--- config.mk ---
export PLATFORM = sky130hd
export DESIGN_NAME = mdsg_seeder
export DESIGN_NICKNAME = d
export VERILOG_FILES = /design/src/hw/rtl/assert_macros.svh /design/src/hw/rtl/mdsg_pkg.sv /design/src/hw/rtl/mdsg_seeder.sv
export SDC_FILE = /design/constraint.sdc
export NUM_CORES = 2
export LEC_CHECK = 0
export BUFFER_PORTS_ARGS = -buffer_cell sky130_fd_sc_hd__buf_2
export CORE_UTILIZATION = 60
export DETAILED_ROUTE_END_ITERATION = 10
export PLACE_DENSITY = 0.79
export SLEW_MARGIN = 10
export SYNTH_ARGS = -nofsm -noshare
export SYNTH_HDL_FRONTEND = slang
export SYNTH_SLANG_ARGS = --single-unit
--- constraint.sdc ---
create_clock -name clk -period 11.15 [get_ports clk]
set_input_delay 0 -clock clk [delete_from_list [all_inputs] [get_ports clk]]
set_output_delay 0 -clock clk [all_outputs]
set_load 0.05 [all_outputs]
--- src/hw/rtl/assert_macros.svh ---
// assertion macros shared by the rtl modules
// needs clk and rst_n in the scope of the module that uses them
`ifndef ASSERT_MACROS_SVH
`define ASSERT_MACROS_SVH

// same-cycle implication
`define ASSERT_IMP(lbl, ante, cons, msg) \
    lbl: assert property (@(posedge clk) disable iff (!rst_n) (ante) |-> (cons)) \
        else $error(msg);

// next-cycle implication
`define ASSERT_NXT(lbl, ante, cons, msg) \
    lbl: assert property (@(posedge clk) disable iff (!rst_n) (ante) |=> (cons)) \
        else $error(msg);

`endif

--- src/hw/rtl/mdsg_pkg.sv ---
// types, constants and helper functions of the markov dna sequence generator
// no dependencies
package mdsg_pkg;

    localparam int MAX_ORDER_DEF = 3;
    localparam int TBL_ROWS      = 85;
    localparam int TBL_COLS      = 3;
    localparam int ROW_W         = 7;
    localparam int COL_W         = 2;
    localparam int BND_W         = 33;
    localparam int WORD_W        = 32;
    localparam int SEED_W        = 64;
    localparam int SEED_WORDS    = 4;
    localparam int XO_SHIFT      = 9;
    localparam int XO_ROT        = 11;

    localparam logic [SEED_W-1:0] SM_GAMMA = 64'h9e3779b97f4a7c15;
    localparam logic [SEED_W-1:0] SM_MUL1  = 64'hbf58476d1ce4e5b9;
    localparam logic [SEED_W-1:0] SM_MUL2  = 64'h94d049bb133111eb;

    localparam logic [ROW_W-1:0] ROW_START [4] = '{7'd0, 7'd1, 7'd5, 7'd21};

    typedef logic [TBL_COLS-1:0][BND_W-1:0] bnd_row_t;
    typedef logic [SEED_WORDS-1:0][WORD_W-1:0] rng_words_t;

    typedef enum logic [1:0] {
        MODE_WRITE = 2'd0,
        MODE_START = 2'd1,
        MODE_GEN   = 2'd2,
        MODE_NONE  = 2'd3
    } mode_t;

    typedef enum logic [1:0] {
        TOP_IDLE,
        TOP_SEED,
        TOP_GEN
    } top_state_t;

    typedef enum logic [2:0] {
        SD_IDLE,
        SD_ADD,
        SD_M0,
        SD_M1,
        SD_M2,
        SD_M3,
        SD_DONE
    } seed_state_t;

    function automatic logic [7:0] base_to_letter(input logic [1:0] code);
        logic [7:0] letter;
        case (code)
            2'd0:    letter = 8'h41;
            2'd1:    letter = 8'h43;
            2'd2:    letter = 8'h47;
            default: letter = 8'h54;
        endcase
        return letter;
    endfunction

endpackage

--- src/hw/rtl/mdsg_seeder.sv ---
// splitmix64 seeding sequencer around one shared registered 32x32 multiplier
// produces the four generator words of a sequence; uses mdsg_pkg
module mdsg_seeder
(
    input  logic                                clk,
    input  logic                                rst_n,
    input  logic                                start,
    input  logic [mdsg_pkg::SEED_W-1:0]         seed_base,
    input  logic [mdsg_pkg::WORD_W-1:0]         seq_index,
    output logic                                done,
    output mdsg_pkg::rng_words_t                words
);

    localparam int CNT_W = $clog2(mdsg_pkg::SEED_WORDS + 1);
    localparam int HW    = mdsg_pkg::SEED_W / 2;

    mdsg_pkg::seed_state_t state_reg, state_next;

    logic [mdsg_pkg::SEED_W-1:0] s_reg, s_next;
    logic [mdsg_pkg::SEED_W-1:0] z_reg, z_next;
    logic [mdsg_pkg::SEED_W-1:0] acc_reg, acc_next;
    logic [mdsg_pkg::SEED_W-1:0] prod_reg, prod_next;
    logic [CNT_W-1:0]            cnt_reg, cnt_next;
    logic                        sel_reg, sel_next;
    mdsg_pkg::rng_words_t        words_reg, words_next;

    logic [mdsg_pkg::SEED_W-1:0] mul_c;
    logic [HW-1:0]               mul_a, mul_b;
    logic [mdsg_pkg::SEED_W-1:0] s_add;
    logic [mdsg_pkg::SEED_W-1:0] t_prod;
    logic [mdsg_pkg::SEED_W-1:0] t_mix;
    logic [CNT_W-1:0]            cnt_last;
    logic [1:0]                  word_idx;

    assign mul_c    = sel_reg ? mdsg_pkg::SM_MUL2 : mdsg_pkg::SM_MUL1;
    assign s_add    = s_reg + mdsg_pkg::SM_GAMMA;
    assign t_prod   = {acc_reg[mdsg_pkg::SEED_W-1:HW] + prod_reg[HW-1:0], acc_reg[HW-1:0]};
    assign t_mix    = t_prod ^ (t_prod >> 31);
    assign cnt_last = CNT_W'(mdsg_pkg::SEED_WORDS);
    assign word_idx = 2'(cnt_reg - CNT_W'(1));

    // operand select for the shared multiplier: lo*lo, lo*hi, hi*lo
    always_comb
    begin
        mul_a = z_reg[HW-1:0];
        mul_b = mul_c[HW-1:0];
        case (state_reg)
            mdsg_pkg::SD_M1:
            begin
                mul_b = mul_c[mdsg_pkg::SEED_W-1:HW];
            end
            mdsg_pkg::SD_M2:
            begin
                mul_a = z_reg[mdsg_pkg::SEED_W-1:HW];
            end
            default:
            begin
            end
        endcase
    end

    assign prod_next = mdsg_pkg::SEED_W'(mul_a) * mdsg_pkg::SEED_W'(mul_b);

    always_comb
    begin
        state_next = state_reg;
        unique case (state_reg)
            mdsg_pkg::SD_IDLE: if (start) state_next = mdsg_pkg::SD_ADD;
            mdsg_pkg::SD_ADD:  state_next = mdsg_pkg::SD_M0;
            mdsg_pkg::SD_M0:   state_next = mdsg_pkg::SD_M1;
            mdsg_pkg::SD_M1:   state_next = mdsg_pkg::SD_M2;
            mdsg_pkg::SD_M2:   state_next = mdsg_pkg::SD_M3;
            mdsg_pkg::SD_M3:
            begin
                if (!sel_reg)
                    state_next = mdsg_pkg::SD_M0;
                else if (cnt_reg == cnt_last)
                    state_next = mdsg_pkg::SD_DONE;
                else
                    state_next = mdsg_pkg::SD_ADD;
            end
            mdsg_pkg::SD_DONE: state_next = mdsg_pkg::SD_IDLE;
            default:           state_next = mdsg_pkg::SD_IDLE;
        endcase
    end

    always_comb
    begin
        s_next     = s_reg;
        z_next     = z_reg;
        acc_next   = acc_reg;
        cnt_next   = cnt_reg;
        sel_next   = sel_reg;
        words_next = words_reg;
        done       = 1'b0;
        unique case (state_reg)
            mdsg_pkg::SD_IDLE:
            begin
                if (start)
                begin
                    s_next   = seed_base + mdsg_pkg::SEED_W'(seq_index);
                    cnt_next = '0;
                end
            end
            mdsg_pkg::SD_ADD:
            begin
                s_next   = s_add;
                z_next   = s_add ^ (s_add >> 30);
                sel_next = 1'b0;
            end
            mdsg_pkg::SD_M0:
            begin
            end
            mdsg_pkg::SD_M1:
            begin
                acc_next = prod_reg;
            end
            mdsg_pkg::SD_M2:
            begin
                acc_next[mdsg_pkg::SEED_W-1:HW] =
                    acc_reg[mdsg_pkg::SEED_W-1:HW] + prod_reg[HW-1:0];
            end
            mdsg_pkg::SD_M3:
            begin
                if (!sel_reg)
                begin
                    z_next   = t_prod ^ (t_prod >> 27);
                    sel_next = 1'b1;
                end
                else if (cnt_reg == '0)
                begin
                    s_next   = t_mix;
                    cnt_next = CNT_W'(1);
                end
                else
                begin
                    words_next[word_idx] = t_mix[HW-1:0] ^ t_mix[mdsg_pkg::SEED_W-1:HW];
                    cnt_next             = cnt_reg + CNT_W'(1);
                end
            end
            mdsg_pkg::SD_DONE:
            begin
                done = 1'b1;
            end
            default:
            begin
            end
        endcase
    end

    always_ff @(posedge clk or negedge rst_n)
    begin
        if (!rst_n)
        begin
            state_reg <= mdsg_pkg::SD_IDLE;
            cnt_reg   <= '0;
            sel_reg   <= 1'b0;
        end
        else
        begin
            state_reg <= state_next;
            cnt_reg   <= cnt_next;
            sel_reg   <= sel_next;
        end
    end

    always_ff @(posedge clk)
    begin
        s_reg     <= s_next;
        z_reg     <= z_next;
        acc_reg   <= acc_next;
        prod_reg  <= prod_next;
        words_reg <= words_next;
    end

    assign words = words_reg;

endmodule

==> flow_summary.json <==
{
  "status": "finished, final reports clean",
  "cpMaxStageDelayCell": "or3_2",
  "antenna_found_initial": 4,
  "routed_wl_um": 156000,
  "die_area_um2": 84900,
  "start_util_pct": 60.9,
  "startpoint_type": "flip-flop",
  "clk_path_buf_depth": 3,
  "die_w_um": 291,
  "numCtsBuffers": 36,
  "async_reset_ff_share_pct": 1.79,
  "crit_end": "prod_reg[60]$_DFF_P_",
  "yosys_warnings": 0,
  "num_rows": 105,
  "drv_cap": 0,
  "crit_fanout": 28,
  "cp.required_ns": 11.62,
  "yosys.area.top_type": "fa_1",
  "grt_max_degree": 77,
  "synth_edf_count": 320,
  "htree_num_levels": 2,
  "drt_first_pass_iters": 6,
  "cts_tree": "done",
  "cts-root-buf": "clkbuf_16",
  "rsz0062_at_grt": "false",
  "ys_types": 97,
  "pre_cts_ws_ns": 1.25,
  "place_congestion": 1.02,
  "yosysSeqAreaShare_pct": 22.0,
  "period_share_pct": 91.3,
  "route.detailed.drc": 0,
  "synth_top_area_share_pct": 31.7,
  "fill_cells": 6628,
  "multi_input_area_um2": 34900,
  "setup_slack_ns": 0.971,
  "fin_area_um2": 54300,
  "skew_ns": 0.0179,
  "grt_usage_pct": 37.5,
  "cp.arrival_ns": 10.65,
  "drv_slew": 0,
  "ys.flop_type": "edfxtp_1",
  "clkTransAtPathRegs_ns": 0.07,
  "crit_path_start": "state_reg[1]$_DFFE_PN0N_",
  "end_kind": "flip-flop",
  "cts_resized": 0,
  "vias_per_cell": 6.00,
  "wl_per_cell_um": 24.5,
  "final.setup.tns_ns": 0,
  "rrSetupSlack_ns": 0.97,
  "syn-num-nets": 6374,
  "critical_path_class": "flip-flop to flip-flop",
  "hpwl_um": 130000,
  "ys_seq_elements": 391,
  "cpMostUsedCell": "fa_1",
  "io_buffers": 227,
  "num_vias": 38200,
  "die_h_um": 291,
  "clock_sinks": 391,
  "hold_viol": 0,
  "setup_viol": 0,
  "drt-initial-drc-count": 4399,
  "drtAntennaViolNets": 0,
  "area_growth_pct": 7.99,
  "rr_startpoint": "state_reg[1]$_DFFE_PN0N_",
  "netlist_area_um2": 50200,
  "cpPeakStageDelay_ns": 0.86,
  "pin_count": 228,
  "grt.overflow.total": 0,
  "grt_first_pass_wirelength_um": 236000,
  "postSynthCellCount": 5045,
  "hold_path.class": "input pin to flip-flop",
  "relSlewSlack_pct": 21.1,
  "placed_area_um2": 52700,
  "tightest_slew_ns": 1.17,
  "yosys-top-cells-area": "fa_1 (32%), edfxtp_1 (19%), ha_1 (11%)",
  "ff2ff_path_depth": 28,
  "worst_skew_pair.late_latency_ns": 0.56,
  "drive_above_1_share_pct": 7.99,
  "period_minus_slack_ns": 10.18,
  "core_um2": 82500,
  "final_nets": 6583,
  "largest_register_ffs": 128,
  "syn_avg_cell_area_um2": 9.96,
  "reg2reg_to": "prod_reg[60]$_DFF_P_",
  "grt_pass1_vias": 39000,
  "clock.fmax_ghz": 0.0982,
  "register_area_um2": 11100
}
synthesized netlist by cell type (all sizes together) (34+ instances only):
master / instances
a21o: 78
a21oi: 200
and2: 80
clkbuf: 147
dfxtp: 64
edfxtp: 320
fa: 795
ha: 435
inv: 988
mux2i: 35
nand2: 427
nand2b: 92
nand3: 56
nor2: 332
nor3: 39
o21ai: 179
o21bai: 34
xnor2: 213
xor2: 158
metal layers:
layer  track usage (%)  routed length, um  vias to the layer above
li1                  -                  -                    16500
met1              52.1              61000                    18900
met2              55.8              68100                     2288
met3              8.31              17700                      407
met4              18.0               9080                        2
met5                 0                 40                        -
through the flow:
step | util [%] | instances | hold WS, ns
after floorplan | - | 5045 | -0.296
after global placement | 63.9 | 6247 | -0.150
final | 65.8 | 6356 | 0.0278
after detailed placement | 63.9 | 6247 | -0.152
after CTS | 65.8 | 6351 | 0.0304
after global routing | 65.8 | 6351 | 0.0597
critical path: cells and delay by family, from the launching register on:
kind | cells | cell delay [ns]
AOI/OAI and AO/OA | 9 | 2.42
adders and majority gates | 9 | 4.61
xor gates and xnor gates | 1 | 0.13
buffers and inverters | 5 | 0.76
and+or+nand+nor | 4 | 1.57
DFF | 1 | 0.55
layout by cell type (no fill, tap or decap), types with 33 or more instances in the layout:
master and count:
mux2i_1 35, clkbuf_16 36, xor2_1 157, dfxtp_1 64, xnor2_1 212, buf_2 227, a21oi_1 198, nand3_1 55
o21bai_1 33, and2_1 80, nand2_1 426, nor2_1 327, fa_1 795, ha_1 434, nor3_1 35, a21o_1 77
inv_1 984, buf_4 69, edfxtp_1 320, o21ai_0 174, dlygate4sd3_1 39, nand2b_1 91
final cells by class:
class / instances / area share, %
Clock inverter: 19 / 0.371
Multi-Input combinational cell: 3495 / 64.3
Tap cell: 1070 / 2.47
Clock buffer: 46 / 1.75
Timing Repair Buffer: 336 / 3.80
Inverter: 994 / 6.88
Sequential cell: 391 / 20.4
Antenna cell: 5 / 0.0231
what timing repair did:
item                      in CTS  in global routing
hold buffers                  39                  0
setup buffers                  0                  0
hold endpoints to repair      37                  0
how the worst min path moves through the flow:
| stage | from | to | slack, ns | cells after the start |
|---|---|---|---|---|
| 6_report | seed_base[60] | s_reg[60]$_DFFE_PP_ | 0.03 | 3 |
| 3_5_place_dp | rst_n | state_reg[1]$_DFFE_PN0N_ | -0.15 | 1 |
| 2_1_floorplan | rst_n | cnt_reg[0]$_DFFE_PN0P_ | -0.30 | 0 |
| 5_1_grt | seed_base[60] | s_reg[60]$_DFFE_PP_ | 0.06 | 3 |
| 3_3_place_gp | rst_n | sel_reg$_DFFE_PN0N_ | -0.15 | 1 |
| 4_1_cts | seq_index[2] | s_reg[2]$_DFFE_PP_ | 0.03 | 4 |
cell families (layout without fill, tap and decap cells):
family                     after synthesis  in the layout  synth area share, %
muxes                                   40             40                0.809
AOI/OAI and AO/OA                      694            694                 8.91
and+or+nand+nor                       1160           1160                 10.6
buffers and inverters                 1159           1395                 8.70
adders and majority gates             1230           1230                 42.5
other                                    0              5                    0
DFF                                    391            391                 22.0
xor gates and xnor gates               371            371                 6.50
Power is not shown: default switching activity piles up to over one toggle a cycle in this logic, so the estimate is an artifact.
